===== src/rtl/kth_pkg.sv =====
// kth_pkg: types, code point constants and the half-width kana table
// for the katakana to hiragana folder. no dependencies.

package kth_pkg;

  localparam int CpW   = 21;
  localparam int KanaW = 16;
  localparam int CntW  = 2;

  localparam logic [CpW-1:0] FullKataLo = 21'h030A1;
  localparam logic [CpW-1:0] FullKataHi = 21'h030F6;
  localparam logic [CpW-1:0] KataOffset = 21'h00060;
  localparam logic [CpW-1:0] HalfKataLo = 21'h0FF66;
  localparam logic [CpW-1:0] HalfKataHi = 21'h0FF9D;
  localparam logic [CpW-1:0] Dakuten    = 21'h0FF9E;
  localparam logic [CpW-1:0] Handakuten = 21'h0FF9F;

  localparam logic [KanaW-1:0] KanaU     = 16'h3046;
  localparam logic [KanaW-1:0] KanaVu    = 16'h3094;
  localparam logic [KanaW-1:0] DakLo0    = 16'h304B;
  localparam logic [KanaW-1:0] DakHi0    = 16'h3062;
  localparam logic [KanaW-1:0] DakLo1    = 16'h3064;
  localparam logic [KanaW-1:0] DakHi1    = 16'h3068;
  localparam logic [KanaW-1:0] HandLo    = 16'h306F;
  localparam logic [KanaW-1:0] HandHi    = 16'h307B;

  localparam logic [5:0] HalfIdxBase = 6'h26;

  localparam logic [CntW-1:0] QueueDepth = 2'd2;

  typedef struct packed {
    logic [CpW-1:0] code_point;
    logic           is_last;
  } in_item_t;

  typedef struct packed {
    logic [CpW-1:0] out_point;
    logic           run_last;
    logic           string_last;
  } out_item_t;

  typedef struct packed {
    logic [CntW-1:0] cnt;
    out_item_t       first;
    out_item_t       second;
  } fold_res_t;

  function automatic logic [KanaW-1:0] half_map(input logic [5:0] idx);
    logic [KanaW-1:0] v;
    v = '0;
    unique case (idx)
      6'd0:  v = 16'h3092;
      6'd1:  v = 16'h3041;
      6'd2:  v = 16'h3043;
      6'd3:  v = 16'h3045;
      6'd4:  v = 16'h3047;
      6'd5:  v = 16'h3049;
      6'd6:  v = 16'h3083;
      6'd7:  v = 16'h3085;
      6'd8:  v = 16'h3087;
      6'd9:  v = 16'h3063;
      6'd10: v = 16'h30FC;
      6'd11: v = 16'h3042;
      6'd12: v = 16'h3044;
      6'd13: v = 16'h3046;
      6'd14: v = 16'h3048;
      6'd15: v = 16'h304A;
      6'd16: v = 16'h304B;
      6'd17: v = 16'h304D;
      6'd18: v = 16'h304F;
      6'd19: v = 16'h3051;
      6'd20: v = 16'h3053;
      6'd21: v = 16'h3055;
      6'd22: v = 16'h3057;
      6'd23: v = 16'h3059;
      6'd24: v = 16'h305B;
      6'd25: v = 16'h305D;
      6'd26: v = 16'h305F;
      6'd27: v = 16'h3061;
      6'd28: v = 16'h3064;
      6'd29: v = 16'h3066;
      6'd30: v = 16'h3068;
      6'd31: v = 16'h306A;
      6'd32: v = 16'h306B;
      6'd33: v = 16'h306C;
      6'd34: v = 16'h306D;
      6'd35: v = 16'h306E;
      6'd36: v = 16'h306F;
      6'd37: v = 16'h3072;
      6'd38: v = 16'h3075;
      6'd39: v = 16'h3078;
      6'd40: v = 16'h307B;
      6'd41: v = 16'h307E;
      6'd42: v = 16'h307F;
      6'd43: v = 16'h3080;
      6'd44: v = 16'h3081;
      6'd45: v = 16'h3082;
      6'd46: v = 16'h3084;
      6'd47: v = 16'h3086;
      6'd48: v = 16'h3088;
      6'd49: v = 16'h3089;
      6'd50: v = 16'h308A;
      6'd51: v = 16'h308B;
      6'd52: v = 16'h308C;
      6'd53: v = 16'h308D;
      6'd54: v = 16'h308F;
      6'd55: v = 16'h3093;
      default: v = '0;
    endcase
    return v;
  endfunction

endpackage


===== src/rtl/kth_fold.sv =====
// kth_fold: conversion logic for one registered item plus the held kana register.
// depends on kth_pkg.

module kth_fold (
  input  logic              clk,
  input  logic              rst_n,
  input  kth_pkg::in_item_t item,
  input  logic              advance,
  output kth_pkg::fold_res_t res
);
  import kth_pkg::*;

  logic             held_valid_r, held_valid_nxt;
  logic [KanaW-1:0] held_kana_r, held_kana_nxt;

  logic [CpW-1:0]   cp;
  logic             is_full, is_half, is_dak, is_hand;
  logic             can_dak, can_hand;
  logic             fold_hit, flush, main_emit, store;
  logic [KanaW-1:0] half_val;
  logic [KanaW-1:0] fold_val;
  logic [CpW-1:0]   main_val;
  logic [CpW-1:0]   held_cp;

  assign cp      = item.code_point;
  assign is_full = (cp >= FullKataLo) && (cp <= FullKataHi);
  assign is_half = (cp >= HalfKataLo) && (cp <= HalfKataHi);
  assign is_dak  = (cp == Dakuten);
  assign is_hand = (cp == Handakuten);

  assign can_hand = (held_kana_r >= HandLo) && (held_kana_r <= HandHi);
  assign can_dak  = ((held_kana_r >= DakLo0) && (held_kana_r <= DakHi0)) ||
                    ((held_kana_r >= DakLo1) && (held_kana_r <= DakHi1)) ||
                    can_hand || (held_kana_r == KanaU);

  assign fold_hit = held_valid_r && ((is_dak && can_dak) || (is_hand && can_hand));
  assign flush    = held_valid_r && !fold_hit;

  always_comb begin
    if (is_dak) begin
      fold_val = (held_kana_r == KanaU) ? KanaVu : held_kana_r + 16'd1;
    end else begin
      fold_val = held_kana_r + 16'd2;
    end
  end

  assign half_val = half_map(cp[5:0] - HalfIdxBase);
  assign held_cp  = {{(CpW-KanaW){1'b0}}, held_kana_r};

  always_comb begin
    if (is_full) begin
      main_val = cp - KataOffset;
    end else if (is_half) begin
      main_val = {{(CpW-KanaW){1'b0}}, half_val};
    end else begin
      main_val = cp;
    end
  end

  assign store     = !fold_hit && is_half && !item.is_last;
  assign main_emit = !fold_hit && !store;

  always_comb begin
    res = '0;
    if (fold_hit) begin
      res.cnt               = 2'd1;
      res.first.out_point   = {{(CpW-KanaW){1'b0}}, fold_val};
      res.first.run_last    = 1'b1;
      res.first.string_last = item.is_last;
    end else if (flush && main_emit) begin
      res.cnt                = 2'd2;
      res.first.out_point    = held_cp;
      res.second.out_point   = main_val;
      res.second.run_last    = 1'b1;
      res.second.string_last = item.is_last;
    end else if (flush || main_emit) begin
      res.cnt               = 2'd1;
      res.first.out_point   = flush ? held_cp : main_val;
      res.first.run_last    = 1'b1;
      res.first.string_last = item.is_last;
    end
  end

  always_comb begin
    held_valid_nxt = held_valid_r;
    held_kana_nxt  = held_kana_r;
    if (advance) begin
      held_valid_nxt = store;
      held_kana_nxt  = store ? half_val : '0;
    end
  end

  always_ff @(posedge clk) begin
    if (!rst_n) begin
      held_valid_r <= 1'b0;
      held_kana_r  <= '0;
    end else begin
      held_valid_r <= held_valid_nxt;
      held_kana_r  <= held_kana_nxt;
    end
  end

endmodule


===== src/rtl/kth_outq.sv =====
// kth_outq: two-entry result queue, takes up to two items per cycle, gives one while out_ready is high.
// depends on kth_pkg.

module kth_outq (
  input  logic                   clk,
  input  logic                   rst_n,
  input  logic [kth_pkg::CntW-1:0] push_cnt,
  input  kth_pkg::out_item_t     push0,
  input  kth_pkg::out_item_t     push1,
  output logic [kth_pkg::CntW-1:0] free,
  output logic                   out_valid,
  input  logic                   out_ready,
  output kth_pkg::out_item_t     out_item
);
  import kth_pkg::*;

  out_item_t       ent0_r, ent0_nxt;
  out_item_t       ent1_r, ent1_nxt;
  logic [CntW-1:0] cnt_r, cnt_nxt;
  logic [CntW-1:0] cnt_after;
  logic            pop;

  assign out_valid = (cnt_r != '0);
  assign out_item  = ent0_r;
  assign pop       = out_valid && out_ready;
  assign cnt_after = cnt_r - {{(CntW-1){1'b0}}, pop};
  assign free      = QueueDepth - cnt_after;

  always_comb begin
    ent0_nxt = ent0_r;
    ent1_nxt = ent1_r;
    unique case (cnt_after)
      2'd0: begin
        ent0_nxt = push0;
        ent1_nxt = push1;
      end
      2'd1: begin
        ent0_nxt = pop ? ent1_r : ent0_r;
        ent1_nxt = push0;
      end
      default: begin
        ent0_nxt = ent0_r;
        ent1_nxt = ent1_r;
      end
    endcase
    cnt_nxt = cnt_after + push_cnt;
  end

  always_ff @(posedge clk) begin
    ent0_r <= ent0_nxt;
    ent1_r <= ent1_nxt;
  end

  always_ff @(posedge clk) begin
    if (!rst_n) begin
      cnt_r <= '0;
    end else begin
      cnt_r <= cnt_nxt;
    end
  end

endmodule


===== src/rtl/katakana_to_hiragana_folder_core.sv =====
// katakana_to_hiragana_folder_core: top level, input register, fold logic and result queue.
// depends on kth_pkg, kth_fold, kth_outq.

// Takes one decoded code point per item and returns zero, one or two converted
// code points. An item can be accepted on every clock while the input register is
// empty or its item is being consumed; an accepted item waits in the input register
// until the two-entry result queue has room for its results, then they are written
// into the queue, which drives out_valid.
// The output channel gives one result per cycle while out_ready is high, so an item
// that flushes a held half-width kana and also emits its own result gives two
// results; the sustained rate is one item per cycle as long as each item yields at
// most one result and out_ready stays high. A half-width kana not at end of string
// yields nothing until the next item, which may fold a dakuten or handakuten into it.

module katakana_to_hiragana_folder_core (
  input  logic               clk,
  input  logic               rst_n,
  input  logic               in_valid,
  output logic               in_ready,
  input  kth_pkg::in_item_t  in_item,
  output logic               out_valid,
  input  logic               out_ready,
  output kth_pkg::out_item_t out_item
);
  import kth_pkg::*;

  logic            item_valid_r, item_valid_nxt;
  in_item_t        item_r;
  fold_res_t       res;
  logic [CntW-1:0] free;
  logic [CntW-1:0] push_cnt;
  logic            consume;
  logic            in_fire;

  assign consume  = item_valid_r && (res.cnt <= free);
  assign in_ready = !item_valid_r || consume;
  assign in_fire  = in_valid && in_ready;
  assign push_cnt = consume ? res.cnt : '0;

  always_comb begin
    item_valid_nxt = in_fire || (item_valid_r && !consume);
  end

  always_ff @(posedge clk) begin
    if (!rst_n) begin
      item_valid_r <= 1'b0;
    end else begin
      item_valid_r <= item_valid_nxt;
    end
  end

  always_ff @(posedge clk) begin
    if (in_fire) begin
      item_r <= in_item;
    end
  end

  kth_fold u_fold (
    .clk     (clk),
    .rst_n   (rst_n),
    .item    (item_r),
    .advance (consume),
    .res     (res)
  );

  kth_outq u_outq (
    .clk       (clk),
    .rst_n     (rst_n),
    .push_cnt  (push_cnt),
    .push0     (res.first),
    .push1     (res.second),
    .free      (free),
    .out_valid (out_valid),
    .out_ready (out_ready),
    .out_item  (out_item)
  );

endmodule


===== config.mk =====
export PLATFORM = sky130hd
export DESIGN_NAME = katakana_to_hiragana_folder_core
export DESIGN_NICKNAME = d
export VERILOG_FILES = /design/src/rtl/kth_pkg.sv /design/src/rtl/kth_fold.sv /design/src/rtl/kth_outq.sv /design/src/rtl/katakana_to_hiragana_folder_core.sv
export SDC_FILE = /design/constraint.sdc
export NUM_CORES = 1
export LEC_CHECK = 0
export BUFFER_PORTS_ARGS = -buffer_cell sky130_fd_sc_hd__buf_2
export CAP_MARGIN = 0
export CORE_ASPECT_RATIO = 1.2
export CORE_MARGIN = 3
export CORE_UTILIZATION = 45
export DETAILED_ROUTE_END_ITERATION = 10
export PLACE_DENSITY = 0.74
export RECOVER_POWER = 100
export SETUP_SLACK_MARGIN = 0.05
export SYNTH_ARGS = -nofsm -noshare
export SYNTH_HDL_FRONTEND = slang
export SYNTH_HIERARCHICAL = 1
export SYNTH_SLANG_ARGS = --single-unit

===== constraint.sdc =====
create_clock -name clk -period 8.9 [get_ports clk]
set_input_delay 0.445 -clock clk [delete_from_list [all_inputs] [get_ports clk]]
set_output_delay 0.445 -clock clk [all_outputs]
set_load 0.01 [all_outputs]

## Word level (Yosys, flattened, before mapping)

Memories as Yosys holds them, arrays and structs flattened.
Cells that the tools add are included.

- Register bits: 88
- Memories kept: 1
- Bits in read-only memories: 640
- Logic and storage cells: 85

Memories:

| memory | words | bits a word | read ports | clocked after Yosys merged registers in | wr ports | line | source |
|---|---|---|---|---|---|---|---|
| (name not given) | 64 | 10 | 1 | 0 | 0 | kth_pkg.sv:51 | `unique case (idx)` |

- Muxes and demuxes: 16
- Reduce and logical (&&, ||, !) cells: 33
- Equality and inequality tests: 5
- Add/subtract/negate cells: 7
- Magnitude comparators: 11

Operators by type and width:

| kind | number |
|---|---|
| $mux W23 | 4 |
| $pmux W23 S2 | 2 |
| $mux W21 | 3 |
| $ge A16 B14 Y1 const B | 3 |
| $le A16 B14 Y1 const B | 3 |
| $mux W16 | 3 |
| $eq A21 B16 Y1 const B | 2 |
| $mux W25 | 1 |
| $mux W24 | 1 |
| $ge A21 B14 Y1 const B | 1 |
| $ge A21 B16 Y1 const B | 1 |
| $le A21 B14 Y1 const B | 1 |
| $le A21 B16 Y1 const B | 1 |
| $sub A21 B7 Y21 const B | 1 |
| $logic_and A1 B1 Y1 | 17 |
| $add A16 B1 Y16 const B | 1 |
| $add A16 B2 Y16 const B | 1 |
| $eq A16 B14 Y1 const B | 1 |
| $logic_or A1 B1 Y1 | 7 |
| $sub A6 B6 Y6 const B | 1 |
| $logic_not A1 Y1 | 5 |
| $mux W2 | 2 |
| $reduce_bool A2 Y1 | 2 |
| $add A2 B2 Y2 | 1 |
| 7 further kinds | 7 |

## Logic depth before layout (Yosys ltp)

- Depth in word-level cells: 22
- Gate-level depth with buffers: 21
- Mapped depth without buffers: 16

## By module

Netlist, hierarchy kept.

By module, submodules not included:

| module | sequential area each (µm²) | times used | cells an instance | area an instance (µm²) |
|---|---|---|---|---|
| kth_fold | 200.2 | 1 | 368 | 2641.3 |
| kth_outq | 1421.4 | 1 | 121 | 2252.2 |
| katakana_to_hiragana_folder_core | 680.7 | 1 | 37 | 800.8 |

## Least setup slack after synthesis

Ideal clock, no wire load.

- Path type: reg2reg
- Start: reg item_r[1] (netlist bit)
- End: reg item_r[0] (netlist bit), enable pin
- Path slack: 4.797 ns
- Clock period less this slack: 4.103 ns
- Required time: 8.519 ns
- Arrival time: 3.722 ns
- Buffers on the path: 4
- Stages on the path, launching flop included: 18
- Library setup time: 0.381 ns
- Path through: edfxtp_1 -> clkbuf_1 -> inv_1 -> ha_1 -> buf_2 -> or2_0 -> o2111a_1 -> a31o_2 -> o211ai_4 -> and2_1 -> buf_4 -> a211o_1 -> buf_4 -> inv_1 -> ha_1 -> nand2_1 -> o211ai_4 -> and2_1

RTL lines:

| element | line | source |
|---|---|---|
| from (decl) | katakana_to_hiragana_folder_core.sv:28 | `in_item_t item_r;` |
| from (signal assigned) | katakana_to_hiragana_folder_core.sv:54 | `item_r <= in_item;` |

## Final worst setup path

- Start: reg item_r[2] (netlist bit)
- End: reg u_fold.held_kana_r[0]

- Longest elaborated chain between the ends: 15
- Elaborated cells between the ends (all ways): 25

Ends and longest elaborated chain:

| element | line | source |
|---|---|---|
| branches (longest 12 deep; another with $ge A21 B16 Y1) | -- |  |
| $mux W25 * | kth_fold.sv:65 | `if (fold_hit) begin` |
| $le A2 B2 Y1 * | katakana_to_hiragana_folder_core.sv:35 | `assign consume = item_valid_r && (res.cnt <= free);` |
| $logic_and A1 B1 Y1 * | katakana_to_hiragana_folder_core.sv:35 |  |
| named net consume | katakana_to_hiragana_folder_core.sv:32 | `logic consume;` |
| to (signal assigned) | kth_fold.sv:99 | `held_kana_r <= held_kana_nxt;` |
| to (decl) | kth_fold.sv:14 | `logic [KanaW-1:0] held_kana_r, held_kana_nxt;` |

Mark *: on every way through the listed nets, which the timed path passes.
A chain may end at the register's enable or synchronous reset.

==> results.py <==
metrics = {
    "drt": {
        "routedWlPerCell_um": 19.5,
        "drc_errors": 0,
        "vias": 4294,
        "first_pass_iters": 7,
        "wl_mm": 14.2,
        "viasPerCell": 5.92,
        "final_antenna_net_count": 0,
        "initialDrtViolationCount": 365,
    },
    "floorplan": {
        "start_util_pct": 46.6,
        "die-area_um2": 14000,
        "core_area_um2": 12200,
        "die_w_um": 109,
        "io-pin-count": 51,
        "die_y_um": 129,
        "row_count": 44,
    },
    "grt": {
        "grt_max_degree": 34,
        "grt_pass1_vias": 4258,
        "antenna_found_initial": 0,
        "gr-usage-all-layers_pct": 20.5,
        "grt_pass1_wl_mm": 22.4,
        "grt-ovfl-total": 0,
    },
    "pwr": {
        "total_leakage_power_nw": 2.36,
        "ir_drop_v": 0.000365,
        "power.density_nw_per_um2": 304,
    },
    "worst_setup_path": {
        "r2r_cells": 14,
        "critPathKind": "register to register",
        "worstSetupEndpointType": "register",
        "rr_endpoint": "u_fold/held_kana_r[0]",
        "cp-start-kind": "register",
        "reg2reg_slack_ps": 2430,
        "cp_max_fo": 18,
        "worstReg2RegStart": "item_r[2]",
        "worstPathRequired_ps": 9180,
        "cp_data_arrival_time_ps": 6750,
    },
    "cts": {
        "cts_resized": 0,
        "tritoncts": "yes",
        "cts_setup_buffers": 0,
        "clk_pin_slew_ps": 60,
        "h-tree-depth": 3,
        "clock_sinks": 81,
        "cts_root_buffer": "clkbuf_16",
        "cts_buffers": 9,
        "holdBufCountCts": 0,
        "cts_buffer_depth": 2,
        "clock_latency_ps": 340,
    },
    "worst_hold_path": {
        "holdPathEnd": "item_r[5]",
        "hp-class": "input port to register",
        "worstHoldStart": "in_item[5]",
        "hold_path_depth": 1,
    },
    "sta": {
        "setup_viol": 0,
        "report.final.slew_viol_count": 101,
        "timing.final.ws_setup_ps": 2430,
        "max_slew_margin_pct": -103,
        "post-route-min-period_ps": 6470,
        "finalCritPeriodShare_pct": 72.7,
        "clock_skew_ps": 6.09,
        "rsz0062_at_grt": "false",
        "tns_ps": 0,
        "worst_pin_slew_ps": 3010,
        "finalHoldViolCount": 0,
        "fmax_mhz": 155,
    },
    "run_status": {
        "status": "finished with violations",
        "violations": "capacitance limit, slew limit",
    },
    "finish": {
        "area_growth_pct": 7.21,
        "final_layout_size_suffix_gt1_share_pct": 15.4,
        "post-route-util_pct": 49.9,
        "nets": 609,
        "antenna_cells": 0,
        "nFillCells": 1152,
        "regArea_um2": 2300,
        "instances_no_fill": 725,
        "multi_input_area_um2": 2980,
    },
    "synth": {
        "synth_edf_count": 68,
        "synth_cells": 526,
        "synth.avg_cell_area_um2": 10.8,
        "synthFlopType": "edfxtp_1",
        "synth_area_um2": 5690,
        "yosys_warnings": 6,
        "ys_types": 82,
        "synth.net_count": 576,
        "seq_area_frac_synth_pct": 40.4,
        "synthArstFlopShare_pct": 0,
        "ys_seq_elements": 81,
    },
    "placed_design": {
        "dp_cells": 709,
        "portBuffers": 50,
        "preCtsSetupSlack_ps": 4090,
        "hpwl_mm": 10.5,
        "routabilityCongestion": 0.932,
    },
    "job": {
        "max_cap_violations": 4,
    },
}
worst max-delay path: stages, from the launching register on:
cell      delay (ps)
edfxtp_1         650
inv_1            310
ha_1             390
nand4_2          150
a311oi_1        1800
and2b_1          430
nand3b_1         340
inv_1            240
ha_1             360
nor2b_1          150
o21ai_0          290
and2_0           630
nand3_2          300
o22ai_1          190
and2_0           140
sequential cells by signal, summed over array words and instances, names as in the netlist:
signal and cells:
u_outq/cnt_r 2, u_fold/held_kana_r 9, item_valid_r 1, u_outq/out_item 23, item_r 22, u_outq/ent1_r 23
u_fold/held_valid_r 1
per-layer routing:
| layer | track usage (%) | wire length, um |
|---|---|---|
| met2 | 34.9 | 7070 |
| met3 | 3.09 | 556 |
| met5 | 0 | 0 |
| met1 | 26.1 | 6110 |
| met4 | 8.17 | 429 |
cell usage after synthesis, types with 4 or more instances:
library cell | number | area, um2
a211oi_1 | 5 | 37.5
a21oi_1 | 27 | 135
a22oi_1 | 4 | 30.0
a31oi_1 | 7 | 43.8
and2_1 | 35 | 219
and3_1 | 14 | 87.6
and4_1 | 4 | 35.0
buf_2 | 14 | 70.1
buf_4 | 5 | 37.5
clkbuf_1 | 7 | 26.3
dfxtp_1 | 13 | 260
edfxtp_1 | 68 | 2040
ha_1 | 24 | 300
inv_1 | 20 | 75.1
mux2_2 | 21 | 236
mux2_4 | 29 | 435
mux2i_1 | 10 | 100
nand2_1 | 21 | 78.8
nand2b_1 | 6 | 37.5
nand3_1 | 9 | 45.0
nand4_1 | 4 | 25.0
nor2_1 | 33 | 124
nor2b_1 | 10 | 62.6
nor3_1 | 7 | 35.0
nor3b_1 | 6 | 45.0
o211ai_1 | 5 | 37.5
o21ai_0 | 25 | 125
o22ai_1 | 10 | 62.6
o31ai_1 | 4 | 30.0
or3_1 | 4 | 25.0
where the power goes:
part           leakage [nW]  internal (mW)  switching, mW
clock                 0.150          0.223          0.161
combinational          1.42          0.282          0.473
sequential            0.790          0.656         0.0595
worst max path at each step:
stage / cells past startpoint / to / slack (ps) / startpoint
2_1_floorplan: 17 / item_r[0] / 4800 / item_r[1]
3_3_place_gp: 11 / item_r[0] / 4210 / item_r[2]
3_5_place_dp: 11 / item_r[0] / 4090 / item_r[2]
4_1_cts: 11 / item_r[0] / 4070 / item_r[2]
5_1_grt: 14 / u_fold/held_kana_r[0] / 1860 / item_r[2]
6_report: 14 / u_fold/held_kana_r[0] / 2430 / item_r[2]
kinds of logic after synthesis:
family,count (synthesis),synth area share [%]
simple gates,176,18.6
compound gates,122,15.4
flops,81,40.4
mux,61,14.0
buf+inv,53,4.53
fa+ha+maj,24,5.27
xor+xnor,9,1.78
cell usage in the layout, fill, tap and decap left out, types with 5 or more instances in the layout:
master,instances
edfxtp_1,68
nor2_1,34
clkbuf_1,28
a21oi_1,27
o21ai_0,26
ha_1,24
buf_2,23
inv_1,21
nand2_1,21
mux2_2,21
mux2_1,20
and2_0,19
and2_1,17
and3_1,14
dfxtp_1,13
nor2b_1,11
o22ai_1,10
mux2i_1,10
clkbuf_16,9
nand3_1,9
mux2_4,9
nor3_1,8
a31oi_1,7
o211ai_1,6
nand2b_1,6
nor3b_1,6
a211oi_1,5
cell type report:
| type | instances | share of cell area, % |
|---|---|---|
| multi-input combinational | 392 | 48.8 |
| sequential | 81 | 37.7 |
| timing repair buffer | 52 | 3.73 |
| clock buffer | 9 | 3.69 |
| tap | 161 | 3.30 |
| inverter | 23 | 1.41 |
| clock inverter | 7 | 1.35 |
per-stage QoR:
stage	total power [mW]	hold WS [ps]	area, um2
4_1_cts	1.94	270	6300
3_3_place_gp	1.53	526	5990
3_5_place_dp	1.56	533	5990
6_report	1.85	281	6100
2_1_floorplan	1.35	523	5690
5_1_grt	1.97	272	6100
No activity file was read; power rests on OpenSTA's default activity.
